===== src/hdl/acia_pkg.sv =====
`timescale 1ns / 1ps
`default_nettype none

package acia_pkg;

  // Frame register width (start, up to eight data, parity, stops)
  localparam int unsigned SHIFT_WIDTH = 11;

  // Item kinds
  typedef enum logic [1:0] {
    FUNC_READ   = 2'd0,
    FUNC_WRITE  = 2'd1,
    FUNC_RX_BIT = 2'd2,
    FUNC_TICK   = 2'd3
  } func_e;

  // Register select
  localparam logic SEL_CTRL = 1'b0;
  localparam logic SEL_DATA = 1'b1;

  // Counter divide select in control bits [1:0]
  typedef enum logic [1:0] {
    DIV_1        = 2'd0,
    DIV_16       = 2'd1,
    DIV_64       = 2'd2,
    DIV_MASTER_RESET = 2'd3
  } div_e;

  // Transmit control in control bits [6:5]
  typedef enum logic [1:0] {
    TC_RTS_LOW  = 2'd0,
    TC_TX_IRQ   = 2'd1,
    TC_RTS_HIGH = 2'd2,
    TC_BREAK    = 2'd3
  } tx_ctrl_e;

  // Status register bit positions
  localparam int unsigned ST_RX_FULL  = 0;
  localparam int unsigned ST_TX_EMPTY = 1;
  localparam int unsigned ST_OVERRUN  = 5;
  localparam int unsigned ST_IRQ      = 7;

  // Half-cycles per bit for each divider
  localparam logic [7:0] PERIOD_DIV_1  = 8'd2;
  localparam logic [7:0] PERIOD_DIV_16 = 8'd32;
  localparam logic [7:0] PERIOD_DIV_64 = 8'd128;

  // Frame lengths
  localparam logic [3:0] LEN_SHORT = 4'd10;
  localparam logic [3:0] LEN_LONG  = 4'd11;

  typedef struct packed {
    func_e      func;
    logic       reg_select;
    logic [7:0] write_data;
    logic       rx_bit;
    logic       tx_busy;
  } in_word_t;

  typedef struct packed {
    logic [7:0]             read_data;
    logic                   irq;
    logic                   rts_level;
    logic                   break_level;
    logic                   frame_valid;
    logic [SHIFT_WIDTH-1:0] frame_word;
    logic [3:0]             frame_length;
    logic [7:0]             bit_period;
  } out_word_t;

  // Bits per frame for a word format: start + data + parity + stops
  function automatic logic [3:0] frame_len(input logic [2:0] fmt);
    logic [3:0] len;
    unique case (fmt)
      3'd0, 3'd1, 3'd4, 3'd6, 3'd7: len = LEN_LONG;
      default:                      len = LEN_SHORT;
    endcase
    return len;
  endfunction

endpackage

`default_nettype wire


===== src/hdl/acia_if.sv =====
`timescale 1ns / 1ps
`default_nettype none

// Input word channel
interface acia_in_if;
  logic               valid;
  logic               ready;
  acia_pkg::in_word_t payload;

  modport source (output valid, output payload, input ready);
  modport sink   (input valid, input payload, output ready);
endinterface

// Result word channel
interface acia_out_if;
  logic                valid;
  logic                ready;
  acia_pkg::out_word_t payload;

  modport source (output valid, output payload, input ready);
  modport sink   (input valid, input payload, output ready);
endinterface

`default_nettype wire


===== src/hdl/acia_tx_frame.sv =====
`timescale 1ns / 1ps
`default_nettype none

// Build the transmit frame (LSB first) for a data byte and word format
module acia_tx_frame (
  input  wire logic [7:0]                        data_i,
  input  wire logic [2:0]                        fmt_i,
  output      logic [acia_pkg::SHIFT_WIDTH-1:0]  word_o,
  output      logic [3:0]                        length_o
);
  import acia_pkg::*;

  logic [7:0] data_eff;
  logic       parity;

  // Drop bit 7 in seven-bit formats; even parity folds to ^data, odd inverts
  assign data_eff = fmt_i[2] ? data_i : {1'b0, data_i[6:0]};
  assign parity   = (^data_eff) ^ fmt_i[0];

  // Place data, parity and stop bits after the start bit
  always_comb begin
    unique case (fmt_i)
      3'd0, 3'd1: word_o = {1'b1, 1'b1, parity, data_eff[6:0], 1'b0};
      3'd2, 3'd3: word_o = {1'b0, 1'b1, parity, data_eff[6:0], 1'b0};
      3'd4:       word_o = {1'b1, 1'b1, data_eff, 1'b0};
      3'd5:       word_o = {1'b0, 1'b1, data_eff, 1'b0};
      default:    word_o = {1'b1, parity, data_eff, 1'b0};
    endcase
  end

  assign length_o = frame_len(fmt_i);

endmodule

`default_nettype wire


===== src/hdl/acia_serial_controller_top.sv =====
`timescale 1ns / 1ps
`default_nettype none

// Channel | Dir | Word
// --------+-----+------------------------------------------------------------
// in_i    | in  | func, reg_select, write_data, rx_bit, tx_busy
// out_o   | out | read_data, irq, rts_level, break_level, frame_valid,
//         |     | frame_word, frame_length, bit_period
//
// One word per cycle unless out_o stalls: each accepted word updates the
// registers, and its result lands in the output register on the same edge.
// in_i.ready is high whenever the output register is empty or being drained,
// so a stalled consumer holds the result and blocks only further input.
// rst_ni clears all control and status; after reset the holding registers
// are empty and the format is 7E2, divide by one.
module acia_serial_controller_top (
  input  wire logic clk_i,
  input  wire logic rst_ni,
  acia_in_if.sink   in_i,
  acia_out_if.source out_o
);
  import acia_pkg::*;

  // Device state
  logic [7:0] tx_data_q, tx_data_d;
  logic       tx_full_q, tx_full_d;
  logic [7:0] rx_data_q, rx_data_d;
  logic       rx_full_q, rx_full_d;
  logic       overrun_q, overrun_d;
  logic       irq_q, irq_d;
  logic [3:0] rx_count_q, rx_count_d;
  logic [SHIFT_WIDTH-1:0] rx_shift_q, rx_shift_d;
  div_e       div_q, div_d;
  logic [2:0] fmt_q, fmt_d;
  logic       tx_irq_en_q, tx_irq_en_d;
  logic       rx_irq_en_q, rx_irq_en_d;
  logic       rts_q, rts_d;
  logic       brk_q, brk_d;

  // Result register
  logic      out_valid_q;
  out_word_t out_word_q, out_word_d;

  logic       accept;
  in_word_t   in_w;
  logic [7:0] status;
  logic [7:0] tx_src;
  logic [SHIFT_WIDTH-1:0] frame_word;
  logic [3:0] frame_length;
  logic [3:0] rx_target;
  logic [3:0] rx_count_inc;
  logic [SHIFT_WIDTH-1:0] rx_shift_inc;
  logic       refresh;
  logic       tx_try;
  logic       tx_go;
  logic [7:0] rd;
  tx_ctrl_e   tc;
  logic [7:0] period;

  assign in_w       = in_i.payload;
  assign in_i.ready = !out_valid_q || out_o.ready;
  assign accept     = in_i.valid && in_i.ready;

  // Status byte from current state
  always_comb begin
    status               = '0;
    status[ST_RX_FULL]   = rx_full_q;
    status[ST_TX_EMPTY]  = !tx_full_q;
    status[ST_OVERRUN]   = overrun_q;
    status[ST_IRQ]       = irq_q;
  end

  // Frame source: a data write sends the new byte, a tick the held one
  assign tx_src = (in_w.func == FUNC_WRITE && in_w.reg_select == SEL_DATA)
                  ? in_w.write_data : tx_data_q;

  acia_tx_frame u_tx_frame (
    .data_i   (tx_src),
    .fmt_i    (fmt_q),
    .word_o   (frame_word),
    .length_o (frame_length)
  );

  // Receive shifter step
  assign rx_target    = frame_len(fmt_q);
  assign rx_count_inc = rx_count_q + 4'd1;
  assign rx_shift_inc = {in_w.rx_bit, rx_shift_q[SHIFT_WIDTH-1:1]};
  assign tc           = tx_ctrl_e'(in_w.write_data[6:5]);

  // Next state for one accepted word
  always_comb begin
    tx_data_d   = tx_data_q;
    tx_full_d   = tx_full_q;
    rx_data_d   = rx_data_q;
    rx_full_d   = rx_full_q;
    overrun_d   = overrun_q;
    rx_count_d  = rx_count_q;
    rx_shift_d  = rx_shift_q;
    div_d       = div_q;
    fmt_d       = fmt_q;
    tx_irq_en_d = tx_irq_en_q;
    rx_irq_en_d = rx_irq_en_q;
    rts_d       = rts_q;
    brk_d       = brk_q;
    refresh     = 1'b0;
    tx_try      = 1'b0;
    rd          = '0;
    if (accept) begin
      unique case (in_w.func)
        FUNC_READ: begin
          if (in_w.reg_select == SEL_DATA) begin
            overrun_d = 1'b0;
            rd        = rx_data_q;
            rx_full_d = 1'b0;
            refresh   = 1'b1;
          end else begin
            rd = status;
          end
        end
        FUNC_WRITE: begin
          if (in_w.reg_select == SEL_DATA) begin
            tx_data_d = in_w.write_data;
            tx_full_d = 1'b1;
            tx_try    = 1'b1;
            refresh   = 1'b1;
          end else if (div_e'(in_w.write_data[1:0]) == DIV_MASTER_RESET) begin
            tx_full_d   = 1'b0;
            rx_full_d   = 1'b0;
            rx_data_d   = '0;
            overrun_d   = 1'b0;
            rx_count_d  = '0;
            rx_shift_d  = '0;
            tx_irq_en_d = 1'b0;
            rx_irq_en_d = 1'b0;
            brk_d       = 1'b0;
            refresh     = 1'b1;
          end else begin
            div_d       = div_e'(in_w.write_data[1:0]);
            fmt_d       = in_w.write_data[4:2];
            rts_d       = (tc == TC_RTS_HIGH);
            tx_irq_en_d = (tc == TC_TX_IRQ);
            brk_d       = (tc == TC_BREAK);
            rx_irq_en_d = in_w.write_data[7];
            refresh     = 1'b1;
          end
        end
        FUNC_RX_BIT: begin
          rx_count_d = rx_count_inc;
          rx_shift_d = rx_shift_inc;
          if (rx_count_inc >= rx_target) begin
            rx_count_d = '0;
            if (rx_full_q) begin
              overrun_d = 1'b1;
            end
            // Drop the start bit and keep the next eight bits
            rx_data_d = (rx_target == LEN_LONG) ? rx_shift_inc[8:1] : rx_shift_inc[9:2];
            rx_full_d = 1'b1;
            refresh   = 1'b1;
          end
        end
        FUNC_TICK: begin
          tx_try  = 1'b1;
          refresh = 1'b1;
        end
        default: ;
      endcase
    end
    // Hand the held byte to the shifter when it is idle
    tx_go = tx_try && tx_full_d && !in_w.tx_busy;
    if (tx_go) begin
      tx_full_d = 1'b0;
    end
  end

  // Interrupt line follows the updated status on each refresh
  assign irq_d = refresh
                 ? ((rx_irq_en_d && (rx_full_d || overrun_d)) || (tx_irq_en_d && !tx_full_d))
                 : irq_q;

  // Bit period from the divider
  always_comb begin
    unique case (div_d)
      DIV_16:  period = PERIOD_DIV_16;
      DIV_64:  period = PERIOD_DIV_64;
      default: period = PERIOD_DIV_1;
    endcase
  end

  // Assemble the result word
  always_comb begin
    out_word_d.read_data    = rd;
    out_word_d.irq          = irq_d;
    out_word_d.rts_level    = rts_d;
    out_word_d.break_level  = brk_d;
    out_word_d.frame_valid  = tx_go;
    out_word_d.frame_word   = tx_go ? frame_word : '0;
    out_word_d.frame_length = tx_go ? frame_length : '0;
    out_word_d.bit_period   = period;
  end

  // Control and status registers
  always_ff @(posedge clk_i or negedge rst_ni) begin
    if (!rst_ni) begin
      tx_full_q   <= 1'b0;
      rx_data_q   <= '0;
      rx_full_q   <= 1'b0;
      overrun_q   <= 1'b0;
      irq_q       <= 1'b0;
      rx_count_q  <= '0;
      rx_shift_q  <= '0;
      div_q       <= DIV_1;
      fmt_q       <= '0;
      tx_irq_en_q <= 1'b0;
      rx_irq_en_q <= 1'b0;
      rts_q       <= 1'b0;
      brk_q       <= 1'b0;
      out_valid_q <= 1'b0;
    end else begin
      tx_full_q   <= tx_full_d;
      rx_data_q   <= rx_data_d;
      rx_full_q   <= rx_full_d;
      overrun_q   <= overrun_d;
      irq_q       <= irq_d;
      rx_count_q  <= rx_count_d;
      rx_shift_q  <= rx_shift_d;
      div_q       <= div_d;
      fmt_q       <= fmt_d;
      tx_irq_en_q <= tx_irq_en_d;
      rx_irq_en_q <= rx_irq_en_d;
      rts_q       <= rts_d;
      brk_q       <= brk_d;
      if (in_i.ready) begin
        out_valid_q <= accept;
      end
    end
  end

  // Payload registers: hold the byte and the result while stalled
  always_ff @(posedge clk_i) begin
    tx_data_q <= tx_data_d;
    if (accept) begin
      out_word_q <= out_word_d;
    end
  end

  assign out_o.valid   = out_valid_q;
  assign out_o.payload = out_word_q;

endmodule

`default_nettype wire


===== src/flat_wrapper.sv =====
// flat-port wrapper written by rule: the top's interface ports become plain ports
module acia_serial_controller_top_flat import acia_pkg::*;
  (clk_i, rst_ni, in_i_valid, in_i_payload, in_i_ready, out_o_valid, out_o_payload, out_o_ready);
  acia_in_if in_i_i ();
  acia_out_if out_o_i ();
  input  wire logic clk_i;
  input  wire logic rst_ni;
  input wire logic [$bits(in_i_i.valid)-1:0] in_i_valid;
  input wire logic [$bits(in_i_i.payload)-1:0] in_i_payload;
  output wire logic [$bits(in_i_i.ready)-1:0] in_i_ready;
  output wire logic [$bits(out_o_i.valid)-1:0] out_o_valid;
  output wire logic [$bits(out_o_i.payload)-1:0] out_o_payload;
  input wire logic [$bits(out_o_i.ready)-1:0] out_o_ready;
  assign in_i_i.valid = in_i_valid;
  assign in_i_i.payload = in_i_payload;
  assign in_i_ready = in_i_i.ready;
  assign out_o_valid = out_o_i.valid;
  assign out_o_payload = out_o_i.payload;
  assign out_o_i.ready = out_o_ready;
  acia_serial_controller_top u_core (.clk_i(clk_i), .rst_ni(rst_ni), .in_i(in_i_i), .out_o(out_o_i));
endmodule

===== config.mk =====
export PLATFORM = sky130hd
export DESIGN_NAME = acia_serial_controller_top_flat
export DESIGN_NICKNAME = d
export VERILOG_FILES = /design/src/hdl/acia_pkg.sv /design/src/hdl/acia_if.sv /design/src/hdl/acia_tx_frame.sv /design/src/hdl/acia_serial_controller_top.sv /design/src/flat_wrapper.sv
export SDC_FILE = /design/constraint.sdc
export NUM_CORES = 1
export LEC_CHECK = 0
export BUFFER_PORTS_ARGS = -buffer_cell sky130_fd_sc_hd__buf_2
export CELL_PAD_IN_SITES_DETAIL_PLACEMENT = 0
export CELL_PAD_IN_SITES_GLOBAL_PLACEMENT = 2
export CORE_ASPECT_RATIO = 0.75
export CORE_MARGIN = 5
export CORE_UTILIZATION = 38
export CTS_CLUSTER_DIAMETER = 200
export CTS_CLUSTER_SIZE = 40
export DETAILED_ROUTE_END_ITERATION = 10
export HOLD_SLACK_MARGIN = 0.06
export PLACE_DENSITY_LB_ADDON = 0.1
export REMOVE_ABC_BUFFERS = 1
export SYNTH_ARGS = -nofsm -noshare
export SYNTH_HDL_FRONTEND = slang
export SYNTH_SLANG_ARGS = --single-unit
export TNS_END_PERCENT = 100

===== constraint.sdc =====
create_clock -name clk_i -period 3.21 [get_ports clk_i]
set_input_delay 0.1605 -clock clk_i [delete_from_list [all_inputs] [get_ports clk_i]]
set_output_delay 0.1605 -clock clk_i [all_outputs]
set_load 0.005 [all_outputs]

==> results of run 1 <==
[sequential cells by signal (all words and copies together), names as in the netlist, 2 cells and up]
register              flops
u_core.div_q              2
u_core.fmt_q              3
u_core.out_o.payload     27
u_core.rx_count_q         4
u_core.rx_data_q          8
u_core.rx_shift_q         9
u_core.tx_data_q          8
[placed cells by master, fill, tap and decap left out, types with 9 or more instances in the layout]
master      n
a21oi_1    10
edfxtp_1   35
a22o_1     10
xnor2_1    10
nand2_1    27
inv_1      12
buf_2      46
dfrtp_1    35
o21ai_0    12
clkbuf_16   9
mux2i_1    15
[area by class of cell]
class	count	area, sq um
Clock inverter	6	109
Tap cell	108	135
Inverter	12	45.0
Fill cell	777	4520
Sequential cell	70	1930
Multi-Input combinational cell	175	1280
Clock buffer	10	239
Timing Repair Buffer	51	273
[stage by stage]
| step | cell area [sq um] | hold slack, ns | total power, mW | utilization |
|---|---|---|---|---|
| after detailed placement | 3640 | 0.302 | 1.48 | 0.427 |
| final | 4010 | 0.0710 | 2.61 | 0.470 |
| after global placement | 3640 | 0.320 | 1.48 | 0.427 |
| after floorplan | 3250 | -0.135 | 1.34 | - |
| after CTS | 4010 | 0.0623 | 2.64 | 0.470 |
| after global routing | 4010 | 0.0659 | 2.73 | 0.470 |
[power breakdown]
group / switching, mW / leakage, nW / total [mW] / internal (mW)
logic: 0.204 / 0.827 / 0.366 / 0.161
clock network: 0.371 / 0.172 / 1.15 / 0.778
registers: 0.0610 / 0.804 / 1.10 / 1.04
total: 0.637 / 1.80 / 2.61 / 1.98
[metal layers]
metal / track usage / vias to the layer above / part of all wire
met4: 0.0425 / 0 / 0.0069
li1: - / 1074 / -
met3: 0.0503 / 4 / 0.055
met2: 0.190 / 69 / 0.41
met5: 0 / - / 0
met1: 0.219 / 1053 / 0.53
[how the worst max path moves through the flow]
stage	slack, ns	depth (start not counted)	end
6_report	0.86	5	u_core.rx_count_q[1]
5_1_grt	0.59	5	u_core.rx_count_q[1]
2_1_floorplan	0.46	9	u_core.out_o.payload[26]
3_5_place_dp	0.83	5	u_core.rx_count_q[1]
3_3_place_gp	0.92	9	u_core.out_o.payload[26]
4_1_cts	0.80	5	u_core.rx_count_q[1]
[cells by family (layout without fill, tap and decap cells)]
kind of cell             after synthesis  in the layout  share of synthesized area
buffers and inverters                 33             79                     0.0515
multiplexers                          20             20                     0.0615
other                                  1              7                    0.00112
flip-flops                            70             70                      0.574
XOR/XNOR                              15             15                     0.0578
AO/OA/AOI/OAI                         57             57                      0.128
adder cells (fa/ha/maj)                4              4                     0.0149
AND/OR/NAND/NOR                       72             72                      0.111
[worst max-delay path, stage by stage (launching register included)]
cell	delay, ns
dfrtp_1	0.37
nand2b_1	0.27
nand2_1	0.35
inv_1	0.37
o21ai_1	0.45
o41ai_1	0.41
==> flow_metrics.py, run 1 <==
metrics = {
    "timing": {
        "clock_skew_ns": 0.00735,
        "tightest_slew_ns": 1.09,
        "rsz0062_at_grt": "no",
        "drv_slew": 0,
        "finalHoldViolations": 0,
        "finalSetupViolations": 0,
        "fmax_ghz": 0.425,
        "period_minus_slack_ns": 2.35,
        "max_slew_margin": 0.269,
        "worst_slack_ns": 0.857,
        "fin_setup_tns_ns": 0,
        "period_share": 0.733,
    },
    "routing": {
        "first_pass_iters": 4,
        "num_vias": 2200,
        "via_per_inst": 5.09,
        "drt_iter0_drc": 160,
        "wl_um": 7370,
        "drc": 0,
        "detail-route-antenna-nets": 0,
        "wl_per_cell_um": 17.1,
    },
    "setup_path": {
        "reg2reg_depth": 5,
        "crit_start": "u_core.out_o.valid",
        "worst_ep_required_time_ns": 3.41,
        "cp-start-kind": "flip-flop",
        "crit_fanout": 15,
        "endpoint_kind": "flip-flop",
        "crit_type": "reg -> reg",
        "r2r_slack_ns": 0.86,
        "r2r_end": "u_core.rx_count_q[1]",
        "r2r_start": "u_core.out_o.valid",
        "crit_arrival_ns": 2.55,
    },
    "clock_tree": {
        "cts.clk_slew.worst_paths_ns": 0.06,
        "cts_hold_buf": 2,
        "post_cts_buffers": 0,
        "cts_resized": 0,
        "clock-sinks": 70,
        "cts_max_level": 3,
        "cts_tree": "done",
        "clk_latency_ns": 0.33,
        "numCtsBuffers": 9,
        "clock_tree.root_cell": "clkbuf_16",
        "clock_path_buffers": 2,
    },
    "grt": {
        "grt_first_pass_wirelength_um": 12200,
        "grt.total_usage": 0.144,
        "gr-total-overflow": 0,
        "grt_pass1_vias": 2235,
        "antenna_found_initial": 0,
        "grt_max_degree": 36,
    },
    "placement": {
        "post-dp-hpwl_um": 5160,
        "placement.io_buffers": 46,
        "place.gp.congestion": 0.758,
        "dp.cells": 414,
        "dp_slack_ns": 0.829,
    },
    "synthesis": {
        "synth_edf_count": 35,
        "synth.avg_cell_area_sq_um": 12.3,
        "synth_area_sq_um": 3360,
        "synth-seq-cells": 70,
        "yosysSeqAreaShare": 0.574,
        "yosysTopAreaCell": "edfxtp_1",
        "ys_top_cells_by_area": "edfxtp_1 31%, dfrtp_1 26%, mux2i_1 4.5%",
        "async_flop_share": 0.500,
        "synth_warnings": 0,
        "synth_top_area_share": 0.313,
        "yosysUniqueCellTypes": 47,
        "synth_ff_type": "edfxtp_1",
        "synth_common_cells": "35 x dfrtp_1, 35 x edfxtp_1, 27 x nand2_1, 15 x mux2i_1",
        "netlist_instances": 272,
    },
    "cells_and_area": {
        "final_cells": 432,
        "drive_gt1_frac": 0.259,
        "synthToLayoutAreaGrowth_pct": 19.4,
        "fin_nets": 340,
        "antenna_cells": 0,
    },
    "die": {
        "io-pin-count": 54,
        "fp.dieH_um": 91.4,
        "core_area_sq_um": 8530,
        "die_w_um": 119,
        "rows": 29,
        "initial_core_util": 0.394,
        "dieArea_sq_um": 10800,
    },
    "worst_hold_path": {
        "hold_path_startpoint": "in_i_payload[4]",
        "min_path_type": "in -> reg",
        "min_path_cells": 1,
        "min_to": "u_core.tx_data_q[2]",
    },
    "power_and_ir_drop": {
        "max-vdd-ir-drop_mv": 0.411,
        "p_leak_nw": 1.80,
        "powerDensity_nw_per_um2": 652,
    },
    "run_status": {
        "status": "finished, final reports clean",
    },
    "flow_run": {
        "maxCapViolations": 0,
    },
}
Note: power is estimated with default switching activity, not from simulation.
==> run 2, diff against run 1 <==
--- a/config.mk
+++ b/config.mk
@@ -10,7 +10,7 @@
 export CELL_PAD_IN_SITES_GLOBAL_PLACEMENT = 2
 export CORE_ASPECT_RATIO = 0.75
 export CORE_MARGIN = 5
-export CORE_UTILIZATION = 38
+export CORE_UTILIZATION = 34
 export CTS_CLUSTER_DIAMETER = 200
 export CTS_CLUSTER_SIZE = 40
 export DETAILED_ROUTE_END_ITERATION = 10
==> constraint.sdc (replaced) <==
create_clock -name clk_i -period 1.9 [get_ports clk_i]
set_input_delay 0.095 -clock clk_i [delete_from_list [all_inputs] [get_ports clk_i]]
set_output_delay 0.095 -clock clk_i [all_outputs]
set_load 0.005 [all_outputs]
==> run 2 against run 1 <==
  * The run now ends with negative setup slack left
  * Via count grew 7.0%
  * Clock power grew 65%
  * Setup slack lost 1.0 ns
  * Clock skew shrank 0.0021 ns
  * Core utilization shrank 1.7 points
  * Largest cell class unchanged
==> flow_metrics.py, run 2 (synthesized netlist as in run 1, its figures left out) <==
metrics = {
    "placement": {
        "place.gp.congestion": 0.782,
        "placement.io_buffers": 46,
        "dp_slack_ns": -0.224,
        "dp.cells": 456,
        "dpl_cell_area_sq_um": 3830,
        "post-dp-hpwl_um": 5500,
    },
    "cells_and_area": {
        "synthToLayoutAreaGrowth_pct": 30.4,
        "drive_gt1_frac": 0.330,
        "final_cells": 481,
        "final_common_cell": "buf_2",
        "final_cell_area_sq_um": 4370,
        "antenna_cells": 0,
        "fin_nets": 365,
        "largest_register_ff_count": 27,
        "layout_common_cells": "46 x buf_2, 35 x dfrtp_1, 35 x edfxtp_1",
    },
    "timing": {
        "drv_slew": 0,
        "finalSetupViolations": 14,
        "clock_skew_ns": 0.00523,
        "fmax_ghz": 0.479,
        "rsz0062_at_grt": "yes",
        "period_share": 1.10,
        "max_slew_margin": 0.452,
        "period_minus_slack_ns": 2.09,
        "worst_slack_ns": -0.188,
        "tightest_slew_ns": 0.822,
        "finalHoldViolations": 0,
    },
    "die": {
        "initial_core_util": 0.347,
        "fp.dieH_um": 96.0,
        "dieArea_sq_um": 12000,
        "rows": 31,
        "die_w_um": 125,
        "io-pin-count": 54,
        "core_area_sq_um": 9660,
    },
    "setup_path": {
        "crit_fanout": 4,
        "endpoint_kind": "flip-flop",
        "cp-start-kind": "flip-flop",
        "crit_type": "reg -> reg",
        "crit_arrival_ns": 2.17,
        "worst_ep_required_time_ns": 1.98,
    },
    "grt": {
        "grt.total_usage": 0.138,
        "grt_pass1_vias": 2328,
        "grt_max_degree": 36,
        "antenna_found_initial": 0,
        "gr-total-overflow": 0,
        "grt_first_pass_wirelength_um": 12700,
    },
    "routing": {
        "detail-route-antenna-nets": 0,
        "num_vias": 2354,
        "drc": 0,
        "wl_um": 7860,
        "via_per_inst": 4.89,
        "drt_iter0_drc": 185,
        "first_pass_iters": 4,
        "wl_per_cell_um": 16.3,
    },
    "power_and_ir_drop": {
        "p_leak_nw": 1.99,
        "powerDensity_nw_per_um2": 1060,
        "max-vdd-ir-drop_mv": 0.565,
        "power.total_mw": 4.62,
    },
    "clock_tree": {
        "clock-sinks": 70,
        "cts_max_level": 3,
        "clock_tree.root_cell": "clkbuf_16",
        "cts.clk_slew.worst_paths_ns": 0.06,
        "cts_tree": "done",
        "numCtsBuffers": 9,
        "clock_path_buffers": 2,
        "clk_latency_ns": 0.33,
    },
    "flow_run": {
        "maxCapViolations": 0,
    },
    "run_status": {
        "violations": "negative setup slack",
        "status": "finished, violations left",
    },
    "worst_hold_path": {
        "min_path_type": "in -> reg",
    },
}
[run 2: cell count changes in the layout (fill, tap and decap cells not counted), moves of 2 or more]
cell | previous run | this run
dlygate4sd3_1 | 2 | 8
o41ai_4 | 0 | 2
buf_12 | 0 | 2
o21ai_0 | 12 | 4
buf_4 | 3 | 20
o41ai_1 | 3 | 0
clkinvlp_4 | 0 | 2
o21ai_1 | 2 | 8
[run 2: repair_timing]
item,in CTS,in global routing
pin swaps,10,9
hold endpoints to repair,42,0
hold buffers,8,0
setup buffers,0,1
resized for setup,14,15
setup endpoints to repair,13,18
[run 2: path summary, 6_finish.rpt]
path / start / end / slack (ns) / cells after the start
worst max-delay path: u_core.fmt_q[2] / u_core.out_o.payload[26] / -0.19 / 9
worst min-delay path: in_i_valid / u_core.out_o.valid / 0.1 / 2
worst max register to register: u_core.fmt_q[2] / u_core.out_o.payload[26] / -0.19 / 9
worst min register to register: u_core.tx_irq_en_q / u_core.tx_irq_en_q / 0.49 / 2
max in group asynchronous: rst_ni / u_core.rx_shift_q[10] / 0.98 / 2
min in group asynchronous: rst_ni / u_core.brk_q / 0.39 / 2
[run 2: layout make-up]
class,instances,area [sq um]
repair buffers,76,500
clock buffers,10,229
clock inverters,6,110
inverters,12,45.0
well taps,132,165
fillers,894,5280
multi-input cells,175,1400
flip-flops and latches,70,1930
[run 2: where the power goes]
part	switching, mW	total (mW)	internal (mW)	leakage [nW]
Sequential	0.0944	1.85	1.75	0.804
Clock	0.621	1.90	1.28	0.159
Combinational	0.451	0.872	0.421	1.03
Total	1.17	4.62	3.45	1.99
[run 2: metal layers]
layer | GRT usage | part of all wire | vias to the layer above
met5 | 0 | 0 | -
li1 | - | - | 1123
met3 | 0.0438 | 0.055 | 12
met4 | 0.0465 | 0.014 | 0
met1 | 0.196 | 0.50 | 1164
met2 | 0.200 | 0.43 | 55
[run 2: critical path, stage by stage (launching register included)]
cell and delay, ns:
dfrtp_1 0.38, nand2_1 0.08, mux2i_2 0.22, inv_2 0.08
ha_4 0.28, nor2b_4 0.04, o21ai_4 0.16, nand3_2 0.10
a21oi_2 0.18, mux2_4 0.32
[run 2: per-stage QoR]
step / hold WS, ns / utilization / setup TNS (ns)
after floorplan: -0.201 / - / -15.77
after global placement: 0.257 / 0.396 / -1.24
after detailed placement: 0.239 / 0.396 / -1.67
after CTS: 0.0889 / 0.444 / -0.925
after global routing: 0.107 / 0.453 / -3.04
final: 0.0994 / 0.453 / -1.54
==> run 3, diff against run 2 <==
--- a/config.mk
+++ b/config.mk
@@ -10,12 +10,12 @@
 export CELL_PAD_IN_SITES_GLOBAL_PLACEMENT = 2
 export CORE_ASPECT_RATIO = 0.75
 export CORE_MARGIN = 5
-export CORE_UTILIZATION = 34
+export CORE_UTILIZATION = 38
 export CTS_CLUSTER_DIAMETER = 200
 export CTS_CLUSTER_SIZE = 40
 export DETAILED_ROUTE_END_ITERATION = 10
 export HOLD_SLACK_MARGIN = 0.06
-export PLACE_DENSITY_LB_ADDON = 0.1
+export PLACE_DENSITY = 0.81
 export REMOVE_ABC_BUFFERS = 1
 export SYNTH_ARGS = -nofsm -noshare
 export SYNTH_HDL_FRONTEND = slang
==> constraint.sdc (replaced) <==
create_clock -name clk_i -period 2.2 [get_ports clk_i]
set_input_delay 0.11 -clock clk_i [delete_from_list [all_inputs] [get_ports clk_i]]
set_output_delay 0.11 -clock clk_i [all_outputs]
set_load 0.005 [all_outputs]
==> run 3 against run 2 <==
  * The run now ends clean
  * Total power is 22% lower
  * Non-clock buffer count is 11 lower
  * Count of clock-buffer cells in the layout stayed put
  * Final cell count is 7.3% lower
  * Flip-flop and latch count stayed put
  * Register-to-register slack better by 0.32 ns
  * Clock skew is 0.0033 ns higher
==> flow_metrics.py, run 3 (synthesized netlist as in run 1, its figures left out) <==
metrics = {
    "routing": {
        "topRoutingLayerUsed": "met4",
        "wl_um": 7310,
        "num_vias": 2254,
        "drc": 0,
        "drt_iter0_drc": 110,
        "met3_length_um": 517,
        "first_pass_iters": 4,
        "via_per_inst": 5.05,
        "m1WireLength_um": 3660,
        "detail-route-antenna-nets": 0,
        "wl_met2_um": 3060,
        "wl_per_cell_um": 16.4,
    },
    "cells_and_area": {
        "final_common_cell": "buf_2",
        "synthToLayoutAreaGrowth_pct": 21.3,
        "layout_common_cells": "46 x buf_2, 35 x dfrtp_1, 35 x edfxtp_1",
        "antenna_cells": 0,
        "largest_register_ff_count": 27,
        "drive_gt1_frac": 0.275,
        "fin_nets": 354,
    },
    "worst_hold_path": {
        "min_to": "u_core.tx_data_q[5]",
        "min_path_type": "in -> reg",
        "min_path_cells": 1,
        "hold_path_startpoint": "in_i_payload[7]",
    },
    "setup_path": {
        "path_buf_inv": 1,
        "worst_ep_required_time_ns": 2.28,
        "reg2reg_depth": 8,
        "crit_type": "reg -> reg",
        "crit_cells": 8,
        "r2r_end": "u_core.out_o.payload[26]",
        "crit_fanout": 4,
        "critical_path.top_delay_family": "multiplexers",
        "cpMaxStageDelayCell": "dfrtp_1",
        "cp-start-kind": "flip-flop",
        "path_cells": "mux2i_1 -> inv_1 -> ha_1 -> nor2b_2 -> o21ai_2 -> nand3_1 -> a21oi_1 -> mux2_2",
        "r2r_start": "u_core.fmt_q[1]",
        "max_stage_delay_ns": 0.38,
        "endpoint_kind": "flip-flop",
        "crit_arrival_ns": 2.14,
        "r2r_slack_ns": 0.14,
    },
    "run_status": {
        "status": "finished, final reports clean",
    },
    "placement": {
        "place.gp.congestion": 0.829,
        "placement.io_buffers": 46,
        "post-dp-hpwl_um": 5140,
        "dp_slack_ns": 0.0531,
    },
    "clock_tree": {
        "cts.clk_slew.worst_paths_ns": 0.06,
        "clk_latency_ns": 0.33,
        "cts_max_level": 3,
        "numCtsBuffers": 9,
        "cts_tree": "done",
        "clock-sinks": 70,
        "clock_tree.root_cell": "clkbuf_16",
        "post_cts_buffers": 0,
        "clock_path_buffers": 2,
    },
    "grt": {
        "antenna_found_initial": 0,
        "grt.total_usage": 0.143,
        "gr-total-overflow": 0,
        "grt_max_degree": 36,
        "grt_pass1_vias": 2248,
        "grt_first_pass_wirelength_um": 12100,
    },
    "timing": {
        "worst_slack_ns": 0.135,
        "period_minus_slack_ns": 2.06,
        "tightest_slew_ns": 1.07,
        "period_share": 0.939,
        "finalHoldViolations": 0,
        "clock_skew_ns": 0.00856,
        "drv_slew": 0,
        "fin_setup_tns_ns": 0,
        "max_slew_margin": 0.281,
        "fmax_ghz": 0.484,
        "finalSetupViolations": 0,
    },
    "die": {
        "initial_core_util": 0.394,
        "die_w_um": 119,
        "io-pin-count": 54,
        "rows": 29,
        "fp.dieH_um": 91.4,
        "core_area_sq_um": 8530,
        "dieArea_sq_um": 10800,
    },
    "power_and_ir_drop": {
        "powerDensity_nw_per_um2": 879,
        "power.total_mw": 3.58,
        "p_leak_nw": 1.84,
        "max-vdd-ir-drop_mv": 0.509,
    },
    "flow_run": {
        "maxCapViolations": 0,
    },
}
## run 3: repair_timing
action | in CTS | in global routing
endpoints found under the setup margin | 0 | 10
gates resized for setup | 0 | 7
hold endpoints to repair | 40 | 0
hold buffers | 6 | 0
## run 3: metal layers
layer,global-route usage,vias to the layer above
li1,-,1098
met1,0.204,1087
met2,0.200,63
met3,0.0578,6
met4,0.0425,0
met5,0,-
## run 3: cell type report
cell class                      instances  area (sq um)
Inverter                               12          45.0
Clock inverter                          6          52.6
Fill cell                             768          4460
Clock buffer                           10           229
Tap cell                              108           135
Multi-Input combinational cell        175          1290
Timing Repair Buffer                   65           388
Sequential cell                        70          1930
## run 3: worst max-delay path by stage
stage / startpoint / to / slack, ns
after floorplan: u_core.fmt_q[0] / u_core.out_o.payload[26] / -0.55
after global placement: u_core.fmt_q[1] / u_core.out_o.payload[26] / 0.11
after detailed placement: u_core.fmt_q[1] / u_core.rx_data_q[7] / 0.05
after CTS: u_core.fmt_q[1] / u_core.rx_data_q[2] / 0.05
after global routing: u_core.fmt_q[1] / u_core.rx_data_q[7] / -0.002
final: u_core.fmt_q[1] / u_core.out_o.payload[26] / 0.14
## run 3: report_power, final
group / switching [mW] / total (mW) / internal [mW]
clock: 0.506 / 1.37 / 0.862
combinational: 0.331 / 0.619 / 0.288
sequential: 0.0787 / 1.59 / 1.51
## run 3: metrics by stage
step	utilization	cell area (sq um)	instances	hold slack, ns
2_1_floorplan	-	3250	257	-0.186
3_3_place_gp	0.436	3710	424	0.256
3_5_place_dp	0.436	3710	424	0.256
4_1_cts	0.476	4060	446	0.0607
5_1_grt	0.477	4070	446	0.0733
6_report	0.477	4070	446	0.0757
